## src/hdl/smeu_pkg.sv

```systemverilog
package smeu_pkg;

  localparam int unsigned SMEU_STACK_DEPTH = 64;
  localparam int unsigned SMEU_WORD_WIDTH  = 32;
  localparam int unsigned OP_W             = 4;
  localparam int unsigned STATUS_W         = 3;

  typedef enum logic [OP_W-1:0] {
    OP_PUSH = 4'd0,
    OP_POP  = 4'd1,
    OP_DUP  = 4'd2,
    OP_SWAP = 4'd3,
    OP_ADD  = 4'd4,
    OP_SUB  = 4'd5,
    OP_MUL  = 4'd6,
    OP_DIV  = 4'd7,
    OP_MOD  = 4'd8,
    OP_JEQ  = 4'd9,
    OP_JNE  = 4'd10,
    OP_JGT  = 4'd11,
    OP_JLT  = 4'd12,
    OP_JMP  = 4'd13,
    OP_RET  = 4'd14
  } op_e;

  typedef enum logic [STATUS_W-1:0] {
    ST_OK      = 3'd0,
    ST_UNDER   = 3'd1,
    ST_OVER    = 3'd2,
    ST_DIVZ    = 3'd3,
    ST_RET     = 3'd4,
    ST_STOPPED = 3'd5
  } status_e;

  typedef enum logic [1:0] {
    CM_HOLD,
    CM_ABOVE,
    CM_BELOW
  } cell_mode_e;

  typedef struct packed {
    cell_mode_e top;
    cell_mode_e second;
    cell_mode_e rest;
  } cell_ctrl_t;

  typedef enum logic [1:0] {
    SER_MUL,
    SER_DIV,
    SER_MOD
  } ser_op_e;

endpackage

```

## src/hdl/smeu_cell.sv

```systemverilog
module smeu_cell
  import smeu_pkg::*;
#(
  parameter int unsigned WORD_WIDTH = SMEU_WORD_WIDTH
) (
  input  logic                  clk_i,
  input  cell_mode_e            mode_i,
  input  logic [WORD_WIDTH-1:0] above_i,
  input  logic [WORD_WIDTH-1:0] below_i,
  output logic [WORD_WIDTH-1:0] data_o
);

  logic [WORD_WIDTH-1:0] data_q;

  always_ff @(posedge clk_i) begin
    unique case (mode_i)
      CM_ABOVE: data_q <= above_i;
      CM_BELOW: data_q <= below_i;
      default:  data_q <= data_q;
    endcase
  end

  assign data_o = data_q;

endmodule

```

## src/hdl/smeu_serial.sv

```systemverilog
module smeu_serial
  import smeu_pkg::*;
#(
  parameter int unsigned WORD_WIDTH = SMEU_WORD_WIDTH
) (
  input  logic                  clk_i,
  input  logic                  rst_ni,
  input  logic                  start_i,
  input  ser_op_e               op_i,
  input  logic [WORD_WIDTH-1:0] a_i,
  input  logic [WORD_WIDTH-1:0] b_i,
  output logic                  done_o,
  output logic [WORD_WIDTH-1:0] result_o
);

  localparam int unsigned CNT_W = $clog2(WORD_WIDTH + 1);

  typedef enum logic [1:0] {
    S_IDLE,
    S_RUN,
    S_FIX
  } state_e;

  state_e                state_q;
  ser_op_e               op_q;
  logic [CNT_W-1:0]      cnt_q;
  logic [WORD_WIDTH-1:0] acc_q;
  logic [WORD_WIDTH-1:0] x_q;
  logic [WORD_WIDTH-1:0] y_q;
  logic                  neg_q;
  logic                  done_q;
  logic [WORD_WIDTH-1:0] result_q;

  logic                  a_neg;
  logic                  b_neg;
  logic [WORD_WIDTH-1:0] a_mag;
  logic [WORD_WIDTH-1:0] b_mag;
  logic [WORD_WIDTH:0]   shifted;
  logic [WORD_WIDTH:0]   diff;

  assign a_neg   = a_i[WORD_WIDTH-1];
  assign b_neg   = b_i[WORD_WIDTH-1];
  assign a_mag   = a_neg ? (~a_i + 1'b1) : a_i;
  assign b_mag   = b_neg ? (~b_i + 1'b1) : b_i;
  assign shifted = {acc_q, y_q[WORD_WIDTH-1]};
  assign diff    = shifted - {1'b0, x_q};

  // Multiply is shift-and-add, divide is restoring on magnitudes; both take one bit a cycle.
  always_ff @(posedge clk_i or negedge rst_ni) begin
    if (!rst_ni) begin
      state_q  <= S_IDLE;
      op_q     <= SER_MUL;
      cnt_q    <= '0;
      acc_q    <= '0;
      x_q      <= '0;
      y_q      <= '0;
      neg_q    <= 1'b0;
      done_q   <= 1'b0;
      result_q <= '0;
    end else begin
      unique case (state_q)
        S_IDLE: begin
          done_q <= 1'b0;
          if (start_i) begin
            op_q  <= op_i;
            cnt_q <= CNT_W'(WORD_WIDTH);
            acc_q <= '0;
            if (op_i == SER_MUL) begin
              x_q   <= b_i;
              y_q   <= a_i;
              neg_q <= 1'b0;
            end else begin
              x_q   <= a_mag;
              y_q   <= b_mag;
              neg_q <= (op_i == SER_DIV) ? (a_neg ^ b_neg) : b_neg;
            end
            state_q <= S_RUN;
          end
        end
        S_RUN: begin
          if (op_q == SER_MUL) begin
            if (y_q[0]) begin
              acc_q <= acc_q + x_q;
            end
            x_q <= x_q << 1;
            y_q <= y_q >> 1;
          end else if (!diff[WORD_WIDTH]) begin
            acc_q <= diff[WORD_WIDTH-1:0];
            y_q   <= {y_q[WORD_WIDTH-2:0], 1'b1};
          end else begin
            acc_q <= shifted[WORD_WIDTH-1:0];
            y_q   <= {y_q[WORD_WIDTH-2:0], 1'b0};
          end
          cnt_q <= cnt_q - 1'b1;
          if (cnt_q == CNT_W'(1)) begin
            state_q <= S_FIX;
          end
        end
        S_FIX: begin
          if (op_q == SER_MUL) begin
            result_q <= acc_q;
          end else if (op_q == SER_DIV) begin
            result_q <= neg_q ? (~y_q + 1'b1) : y_q;
          end else begin
            result_q <= neg_q ? (~acc_q + 1'b1) : acc_q;
          end
          done_q  <= 1'b1;
          state_q <= S_IDLE;
        end
        default: state_q <= S_IDLE;
      endcase
    end
  end

  assign done_o   = done_q;
  assign result_o = result_q;

endmodule

```

## src/hdl/stack_machine_execute_unit.sv

```systemverilog
// Channel  Direction  Ports            Payload
// s_axis   in         tvalid tready    tdata: op, immediate
// m_axis   out        tvalid tready    tdata: branch_taken, top_value, stack_depth, status
//
// After the accepting edge a request passes through S_EXEC and S_FIN; the conditional
// jumps also pass S_POP2, and mul, div and mod wait in S_WAIT for the bit-serial unit.
// m_axis_tvalid is registered in S_FIN, and s_axis_tready is high again once the result
// is registered; the next request is accepted while a result still waits.
// The stack is a row of cells with the top in the first cell; every push or pop shifts it.
// Reset clears the depth and the stopped flag; the cell contents are not cleared.
// A stalled output holds its result, and the block stops before overwriting it.
module stack_machine_execute_unit
  import smeu_pkg::*;
#(
  parameter int unsigned STACK_DEPTH = SMEU_STACK_DEPTH,
  parameter int unsigned WORD_WIDTH  = SMEU_WORD_WIDTH,
  localparam int unsigned DEPTH_W    = $clog2(STACK_DEPTH + 1),
  localparam int unsigned IN_W       = ((OP_W + WORD_WIDTH + 7) / 8) * 8,
  localparam int unsigned OUT_BITS   = 1 + WORD_WIDTH + DEPTH_W + STATUS_W,
  localparam int unsigned OUT_W      = ((OUT_BITS + 7) / 8) * 8
) (
  input  logic             clk_i,
  input  logic             rst_ni,
  input  logic             s_axis_tvalid,
  output logic             s_axis_tready,
  // op, immediate
  input  logic [IN_W-1:0]  s_axis_tdata,
  output logic             m_axis_tvalid,
  input  logic             m_axis_tready,
  // branch_taken, top_value, stack_depth, status
  output logic [OUT_W-1:0] m_axis_tdata
);

  typedef enum logic [2:0] {
    S_IDLE,
    S_EXEC,
    S_WAIT,
    S_POP2,
    S_FIN
  } state_e;

  state_e                state_q, state_d;
  logic [OP_W-1:0]       op_q, op_d;
  logic [WORD_WIDTH-1:0] imm_q, imm_d;
  logic [DEPTH_W-1:0]    count_q, count_d;
  logic                  stopped_q, stopped_d;
  status_e               status_q, status_d;
  logic                  taken_q, taken_d;
  logic                  out_valid_q, out_valid_d;
  logic [OUT_W-1:0]      out_data_q, out_data_d;

  cell_ctrl_t            ctrl;
  logic [WORD_WIDTH-1:0] inject;
  logic [WORD_WIDTH-1:0] cell_data [STACK_DEPTH];
  logic [WORD_WIDTH-1:0] a;
  logic [WORD_WIDTH-1:0] b;
  logic [WORD_WIDTH-1:0] top;
  logic                  full;
  logic                  ser_start;
  ser_op_e               ser_op;
  logic                  ser_done;
  logic [WORD_WIDTH-1:0] ser_result;

  assign a    = cell_data[0];
  assign b    = cell_data[1];
  assign full = (count_q == DEPTH_W'(STACK_DEPTH));
  assign top  = (count_q == '0) ? '0 : a;

  for (genvar k = 0; k < STACK_DEPTH; k++) begin : g_cell
    cell_mode_e            mode;
    logic [WORD_WIDTH-1:0] above;
    logic [WORD_WIDTH-1:0] below;

    if (k == 0) begin : g_top
      assign mode  = ctrl.top;
      assign above = inject;
    end else if (k == 1) begin : g_second
      assign mode  = ctrl.second;
      assign above = cell_data[k-1];
    end else begin : g_rest
      assign mode  = ctrl.rest;
      assign above = cell_data[k-1];
    end

    if (k == STACK_DEPTH - 1) begin : g_bottom
      assign below = '0;
    end else begin : g_inner
      assign below = cell_data[k+1];
    end

    smeu_cell #(
      .WORD_WIDTH(WORD_WIDTH)
    ) u_cell (
      .clk_i  (clk_i),
      .mode_i (mode),
      .above_i(above),
      .below_i(below),
      .data_o (cell_data[k])
    );
  end

  smeu_serial #(
    .WORD_WIDTH(WORD_WIDTH)
  ) u_serial (
    .clk_i   (clk_i),
    .rst_ni  (rst_ni),
    .start_i (ser_start),
    .op_i    (ser_op),
    .a_i     (a),
    .b_i     (b),
    .done_o  (ser_done),
    .result_o(ser_result)
  );

  always_comb begin
    state_d     = state_q;
    op_d        = op_q;
    imm_d       = imm_q;
    count_d     = count_q;
    stopped_d   = stopped_q;
    status_d    = status_q;
    taken_d     = taken_q;
    out_valid_d = out_valid_q;
    out_data_d  = out_data_q;
    ctrl        = '{top: CM_HOLD, second: CM_HOLD, rest: CM_HOLD};
    inject      = a;
    ser_start   = 1'b0;
    ser_op      = SER_MUL;

    if (out_valid_q && m_axis_tready) begin
      out_valid_d = 1'b0;
    end

    unique case (state_q)
      S_IDLE: begin
        if (s_axis_tvalid) begin
          op_d    = s_axis_tdata[OP_W-1:0];
          imm_d   = s_axis_tdata[OP_W +: WORD_WIDTH];
          state_d = S_EXEC;
        end
      end
      S_EXEC: begin
        status_d = ST_OK;
        taken_d  = 1'b0;
        state_d  = S_FIN;
        if (stopped_q) begin
          status_d = ST_STOPPED;
        end else begin
          unique case (op_e'(op_q)) inside
            OP_PUSH: begin
              if (full) begin
                status_d = ST_OVER;
              end else begin
                ctrl    = '{top: CM_ABOVE, second: CM_ABOVE, rest: CM_ABOVE};
                inject  = imm_q;
                count_d = count_q + 1'b1;
              end
            end
            OP_POP: begin
              if (count_q == '0) begin
                status_d = ST_UNDER;
              end else begin
                ctrl    = '{top: CM_BELOW, second: CM_BELOW, rest: CM_BELOW};
                count_d = count_q - 1'b1;
              end
            end
            OP_DUP: begin
              if (count_q == '0) begin
                status_d = ST_UNDER;
              end else if (full) begin
                status_d = ST_OVER;
              end else begin
                ctrl    = '{top: CM_ABOVE, second: CM_ABOVE, rest: CM_ABOVE};
                count_d = count_q + 1'b1;
              end
            end
            OP_SWAP, OP_ADD, OP_SUB, OP_MUL, OP_DIV, OP_MOD,
            OP_JEQ, OP_JNE, OP_JGT, OP_JLT: begin
              if (count_q < DEPTH_W'(2)) begin
                status_d = ST_UNDER;
              end else if ((op_e'(op_q) == OP_DIV || op_e'(op_q) == OP_MOD) && a == '0) begin
                status_d = ST_DIVZ;
              end else begin
                unique case (op_e'(op_q)) inside
                  OP_SWAP: begin
                    ctrl = '{top: CM_BELOW, second: CM_ABOVE, rest: CM_HOLD};
                  end
                  OP_ADD, OP_SUB: begin
                    ctrl    = '{top: CM_ABOVE, second: CM_BELOW, rest: CM_BELOW};
                    inject  = (op_e'(op_q) == OP_ADD) ? (b + a) : (b - a);
                    count_d = count_q - 1'b1;
                  end
                  OP_MUL, OP_DIV, OP_MOD: begin
                    ser_start = 1'b1;
                    ser_op    = (op_e'(op_q) == OP_MUL) ? SER_MUL :
                                (op_e'(op_q) == OP_DIV) ? SER_DIV : SER_MOD;
                    state_d   = S_WAIT;
                  end
                  default: begin
                    unique case (op_e'(op_q))
                      OP_JEQ:  taken_d = (a == b);
                      OP_JNE:  taken_d = (a != b);
                      OP_JGT:  taken_d = ($signed(b) > $signed(a));
                      default: taken_d = ($signed(b) < $signed(a));
                    endcase
                    ctrl    = '{top: CM_BELOW, second: CM_BELOW, rest: CM_BELOW};
                    count_d = count_q - DEPTH_W'(2);
                    state_d = S_POP2;
                  end
                endcase
              end
            end
            OP_JMP:  taken_d = 1'b1;
            OP_RET:  status_d = ST_RET;
            default: status_d = ST_OK;
          endcase
        end
        if (status_d != ST_OK && status_d != ST_STOPPED) begin
          stopped_d = 1'b1;
        end
      end
      S_WAIT: begin
        if (ser_done) begin
          ctrl    = '{top: CM_ABOVE, second: CM_BELOW, rest: CM_BELOW};
          inject  = ser_result;
          count_d = count_q - 1'b1;
          state_d = S_FIN;
        end
      end
      S_POP2: begin
        ctrl    = '{top: CM_BELOW, second: CM_BELOW, rest: CM_BELOW};
        state_d = S_FIN;
      end
      S_FIN: begin
        if (!out_valid_q || m_axis_tready) begin
          out_valid_d = 1'b1;
          out_data_d  = OUT_W'({status_q, count_q, top, taken_q});
          state_d     = S_IDLE;
        end
      end
      default: state_d = S_IDLE;
    endcase
  end

  always_ff @(posedge clk_i or negedge rst_ni) begin
    if (!rst_ni) begin
      state_q     <= S_IDLE;
      op_q        <= '0;
      imm_q       <= '0;
      count_q     <= '0;
      stopped_q   <= 1'b0;
      status_q    <= ST_OK;
      taken_q     <= 1'b0;
      out_valid_q <= 1'b0;
      out_data_q  <= '0;
    end else begin
      state_q     <= state_d;
      op_q        <= op_d;
      imm_q       <= imm_d;
      count_q     <= count_d;
      stopped_q   <= stopped_d;
      status_q    <= status_d;
      taken_q     <= taken_d;
      out_valid_q <= out_valid_d;
      out_data_q  <= out_data_d;
    end
  end

  assign s_axis_tready = (state_q == S_IDLE);
  assign m_axis_tvalid = out_valid_q;
  assign m_axis_tdata  = out_data_q;

endmodule

```

## config.mk

```make
export PLATFORM = sky130hd
export DESIGN_NAME = stack_machine_execute_unit
export DESIGN_NICKNAME = d
export VERILOG_FILES = /design/src/hdl/smeu_pkg.sv /design/src/hdl/smeu_cell.sv /design/src/hdl/smeu_serial.sv /design/src/hdl/stack_machine_execute_unit.sv
export SDC_FILE = /design/constraint.sdc
export NUM_CORES = 2
export LEC_CHECK = 0
export BUFFER_PORTS_ARGS = -buffer_cell sky130_fd_sc_hd__buf_2
export CORE_MARGIN = 2
export CORE_UTILIZATION = 60
export CTS_CLUSTER_SIZE = 16
export DETAILED_ROUTE_END_ITERATION = 7
export PLACE_DENSITY = 0.85
export SYNTH_ARGS = -nofsm -noshare
export SYNTH_HDL_FRONTEND = slang
export SYNTH_SLANG_ARGS = --single-unit
```

## constraint.sdc

```tcl
create_clock -name clk_i -period 105.6 [get_ports clk_i]
set_input_delay 15.84 -clock clk_i [delete_from_list [all_inputs] [get_ports clk_i]]
set_output_delay 15.84 -clock clk_i [all_outputs]
set_load 0.05 [all_outputs]
```

* Word-level counts from Yosys, hierarchy flattened *
Index checks and enable logic that the tools add are counted.

word-level totals
  input port bits = 44
  output and inout port bits = 50
  register bits = 2283
  logic and storage cells = 356

cells by class
  bitwise gates (word level) = 5
  equality and inequality tests = 55
  order comparisons = 3
  muxes and demuxes = 162
  reductions and logical operators = 37
  add/sub/neg operators = 12

operator list
  kind                                           number
  case mux 32 bit (2 select lines)               69
  2-to-1 mux 32 bit                              24
  adder 32 x 1 -> 32 bit, second input constant  4
  inverter 32 bit                                4
  adder 32 bit                                   2
  2-to-1 mux 7 bit                               7
  2-to-1 mux 6 bit                               6
  case mux 6 bit (3 select lines)                2
  subtractor 33 x 32 -> 33 bit                   1
  equality test 32 bit                           1
  greater-than comparator 32 bit                 1
  logical NOT 32 bit                             1
  < comparator 32 bit                            1
  inequality test 32 bit                         1
  subtractor 32 bit                              1
  2-to-1 mux 3 bit                               10
  case mux 3 bit (5 select lines)                2
  equality test 4 bit, second input constant     7
  case mux 7 bit (2 select lines)                2
  case mux 7 bit (4 select lines)                1
  2-to-1 mux 2 bit                               13
  inequality test 3 bit, second input constant   8
  case mux 6 bit (4 select lines)                1
  inequality test 4 bit, second input constant   5
  other kinds (44)                               100

* Longest topological paths before layout *
  depth after elaboration = 13
  depth in mapped cells = 19
  depth with buffers taken out = 18

* By module *
A second synthesis with hierarchy kept.

second synthesis, totals
  cells, all modules = 7457
  area total of the unflattened synthesis = 119910.0 µm²

modules (own cells, without submodules)
  module                      sequential area each (µm²)  cells an instance  times used  area each (µm²)
  smeu_cell                   960.9                       71                 64          1525.2
  smeu_serial                 3503.4                      1761               1           13314.0
  stack_machine_execute_unit  2377.3                      1152               1           8982.4

* Worst setup path before layout *
Ideal clock, no wire load.

  path type = flip-flop to flip-flop
  start point = register g_cell[0].u_cell.data_q[4]
  end point = register g_cell[10].u_cell.data_q[0] (enable)
  path slack = 62.533 ns
  data required time = 103.287 ns
  clock period less this slack = 43.067 ns
  arrival = 40.755 ns
  library setup time = 2.313 ns
  cell stages (with the launch flop) = 11
  path buffers = 0
  cells stage by stage = edfxtp_1 > or4_4 > nor4_4 > nand2_2 > nor3_4 > nand4_1 > and2_0 > a32oi_1 > o21ai_0 > ha_1 > inv_1

on the way
  word-level cells in the longest chain between the ends = 9
  elaborated cells on any way between the ends = 10
  those cells by class = 2 x eq/ne; 5 x mux; 3 x reduce/logical

RTL lines
  element                                                                     RTL line                           source
  from (decl)                                                                 smeu_cell.sv:13                    logic [WORD_WIDTH-1:0] data_q;
  from (signal assigned)                                                      smeu_cell.sv:17                    CM_ABOVE: data_q <= above_i;
  from (signal assigned)                                                      smeu_cell.sv:18                    CM_BELOW: data_q <= below_i;
  from (signal assigned)                                                      smeu_cell.sv:19                    default: data_q <= data_q;
  logical NOT 32 bit *                                                        stack_machine_execute_unit.sv:181  end else if ((op_e'(op_q) == OP_DIV || op_e'(op_q) == OP_MOD) && a == '0) begin
  logical AND 1 bit *                                                         stack_machine_execute_unit.sv:181
  2-to-1 mux 6 bit *                                                          stack_machine_execute_unit.sv:181
  2-to-1 mux 6 bit *                                                          stack_machine_execute_unit.sv:179  if (count_q < DEPTH_W'(2)) begin
  case mux 6 bit (4 select lines) *                                           stack_machine_execute_unit.sv:149  unique case (op_e'(op_q)) inside
  2-to-1 mux 6 bit *                                                          stack_machine_execute_unit.sv:146  if (stopped_q) begin
  case mux 6 bit (3 select lines) *                                           stack_machine_execute_unit.sv:134  unique case (state_q)
  equality test 2 x 1 -> 1 bit / equality test 2 bit (equally long branches)  smeu_cell.sv:16                    unique case (mode_i)
  nonzero test 2 bit (no line) *                                              n/a
  to (signal assigned)                                                        smeu_cell.sv:17
  to (signal assigned)                                                        smeu_cell.sv:18
  to (signal assigned)                                                        smeu_cell.sv:19
  to (decl)                                                                   smeu_cell.sv:13

Every way passes the cells marked *; elsewhere a longest branch is shown, timed or not.
A chain may end at the register's enable or synchronous reset.

* Final worst setup path *
  start point = register state_q[2]
  end point = output s_axis_tready

on the way
  word-level cells in the longest chain between the ends = 1

RTL lines
  element                 RTL line                           source
  from (decl)             stack_machine_execute_unit.sv:42   state_e state_q, state_d;
  from (signal assigned)  stack_machine_execute_unit.sv:257  state_q <= state_d;
  logical NOT 3 bit       stack_machine_execute_unit.sv:269  assign s_axis_tready = (state_q == S_IDLE);
  to (decl)               stack_machine_execute_unit.sv:25   output logic s_axis_tready,

No other way between the ends.

==> summary.md <==
| Metric | Value |
|---|---|
| Outcome | completed |
| DIE AREA | 0.1822 sq mm |
| Vias per std cell | 6.042 |
| Post-synth EDFFs | 2048 |
| Drt pass-1 iters | 6 |
| Reg clk slew, reported paths | 0.07 ns |
| Syn Area/Cell | 14.74 sq um |
| Sequential area share after synthesis | 62.80% |
| #FFs+latches synth | 2283 |
| Setup Skew | 0.06264 ns |
| Final Wtd Congestion | 0.9751 |
| CTS Buffer Depth | 3 |
| Routed vias | 58957 |
| Clk_lat worst skew | 0.88 ns |
| Post-layout nets | 7410 |
| Clk root buf | clkbuf_16 |
| Top-count cell post-synth | edfxtp_1 |
| Tmin final | 18.29 ns |
| Syn Std Cell Area | 0.1073 sq mm |
| Worst Tran Pin Value | 1.194 ns |
| Initial Util | 60.26% |
| Hold WS | 0.4709 ns |
| CTS tree | built |
| Initial antenna violation count | 2 |
| Top_reg_cell synth | edfxtp_1 |
| Num rows | 155 |
| Global route overflow | 0 |
| PD cells | 30.91 mW/mm^2 |
| Slew margin rel. | 20.41% |
| Die width | 426.9 um |
| Post-route ant nets | 0 |
| Final worst-path cycle share | 17.32% |
| DR DRC count | 0 |
| I/O pins | 94 |
| Area growth syn-to-layout | 8.881% |
| Tot GR Track Use | 21.77% |
| Most frequent cells after synthesis | edfxtp_1 (2048), mux2_2 (1988), nand2_1 (429), clkbuf_1 (379), a21oi_1 (317) |
| Unrepaired setup endpoints after global routing | false |
| Setup TNS | 0 ns |
| Post-Synthesis Cells | 7277 |
| VDD IR max | 0.02576 mV |
| Total leakage power | 0.03836 uW |
| CTS buffer count | 218 |
| Yosys top cell area share | 57.32% |
| H-tree depth | 4 |
| Tot Pwr | 3611 uW |
| Vias in the first global route | 58710 |
| Worst min-delay path class | register to register |
| Final WL | 202200 um |
| Largest net degree at the start of global routing | 211 |
| Design area | 0.1168 sq mm |
| Fin. max-slew vios | 0 |
| Placed Area | 0.1096 sq mm |
| Largest area contributor in the netlist | edfxtp_1 |
| Max-cap viol count | 0 |
| CTS resizes | 0 |
| Drt wl/cell | 20.72 um |
| Hold-fix buffers, CTS | 0 |
| FILL cells | 11774 |
| CP Class | register to output pin |
| First-pass GRT wire length | 319800 um |
| Final hold viol count | 0 |
| Async S/R FF share, synth | 10.29% |
| Startpoint class of the critical path | register |
| CP Data Arrival Time | 2.45 ns |
| Max Fclk | 54.67 MHz |
| YS warnings | 0 |
| Fraction of layout cells with a size suffix above 1 | 34.29% |
| Die Y-Extent | 426.9 um |
| Setup-failing EPs final | 0 |
| Post-CTS Setup Bufs | 0 |
| Worst EP required | 89.76 ns |
| Dpl hpwl | 130900 um |
| Critical path peak fanout | 9 |
| Core Region | 0.1780 sq mm |
| Num Clock Sinks | 2283 |
| Endpoint class of the critical path | output pin |
| Initial DRC Count | 5993 |
| Post-synth cell types | 94 |
| Synth top area cells | edfxtp_1 (57%), mux2_2 (21%), dfrtp_1 (5.5%) |
| Number of port buffers | 84 |
## cells in the final DEF (no fill, tap or decap), types with 55 or more instances in the layout
master	n
buf_4	69
edfxtp_1	2048
dfrtp_1	235
nor2b_1	55
inv_1	131
nand2_1	429
a21oi_1	316
a211oi_1	66
nor2_1	207
buf_2	83
o21ai_0	281
mux2_2	1988
xnor2_1	132
xor2_1	68
clkbuf_16	219
ha_1	139
o31ai_1	81
## worst max-delay path, stage by stage, from the launching register on
cell     delay, ns
dfrtp_1       0.47
nor3_1        0.75
buf_2         0.40
## power breakdown
group	leakage (uW)	internal, uW	switching [uW]
registers	0.0210	1420	169
clock network	0.00351	443	343
logic	0.0138	535	703
## sequential cells by signal (all words and copies together) (netlist names), 2 cells and up
name	count
u_serial.cnt_q	6
u_serial.x_q	32
status_q	3
u_serial.y_q	32
imm_q	32
u_serial.op_q	2
m_axis_tdata	43
count_q	7
u_serial.state_q	2
u_serial.acc_q	32
op_q	4
u_serial.result_o	32
g_cell.u_cell.data_o	2048
state_q	3
## per-layer routing
layer / up-vias / wire (um) / global-route usage, %
li1: 27679 / - / -
met1: 29463 / 86390 / 29.40
met2: 1475 / 98320 / 35.60
met3: 338 / 10100 / 3.518
met4: 2 / 7336 / 8.410
met5: - / 11 / 0
## worst paths after layout
kind                                              start                                     end  slack, ns  depth (start not counted)
min                        m_axis_tdata[20]$_DFFE_PN0P_            m_axis_tdata[20]$_DFFE_PN0P_       0.47                          2
max                              state_q[2]$_DFFE_PN0P_                           s_axis_tready      87.31                          2
min reg2reg                m_axis_tdata[20]$_DFFE_PN0P_            m_axis_tdata[20]$_DFFE_PN0P_       0.47                          2
max reg2reg                         op_q[1]$_DFFE_PN0P_  g_cell[62].u_cell.data_o[21]$_DFFE_PP_      94.03                         18
min in group asynchronous                        rst_ni                   imm_q[30]$_DFFE_PN0P_      14.95                          1
max in group asynchronous                        rst_ni            u_serial.y_q[27]$_DFFE_PN0P_      89.11                          2
## final cells by class
| class | count | area (sq um) | share of cell area, % |
|---|---|---|---|
| Timing Repair Buffer | 158 | 1049 | 0.8976 |
| Tap cell | 2355 | 2947 | 2.522 |
| Antenna cell | 1 | 2.502 | 0.002142 |
| Clock buffer | 255 | 5659 | 4.845 |
| Sequential cell | 2283 | 67380 | 57.68 |
| Clock inverter | 146 | 1519 | 1.300 |
| Inverter | 133 | 506.7 | 0.4338 |
| Multi-Input combinational cell | 4427 | 37750 | 32.32 |
## kinds of logic (layout without fill, tap and decap cells)
logic type	after synthesis	count (layout)	share of synthesized area, %
AOI/OAI and AO/OA	1084	1084	6.345
buffers and inverters	571	692	2.090
xor gates and xnor gates	201	201	1.641
DFF	2283	2283	62.80
muxes	2023	2023	21.20
adders and majority gates	145	145	1.719
other	1	6	0.003495
and+or+nand+nor	969	969	4.200
## metrics by stage
| stage | utilization (%) | setup slack (ns) | cells |
|---|---|---|---|
| 6_report | 65.61 | 87.31 | 9758 |
| 3_3_place_gp | 61.58 | 88.16 | 9356 |
| 2_1_floorplan | - | 62.53 | 7281 |
| 5_1_grt | 65.61 | 87.29 | 9758 |
| 4_1_cts | 65.61 | 87.30 | 9757 |
| 3_5_place_dp | 61.58 | 88.08 | 9356 |
No activity file was read; power rests on OpenSTA's default activity.
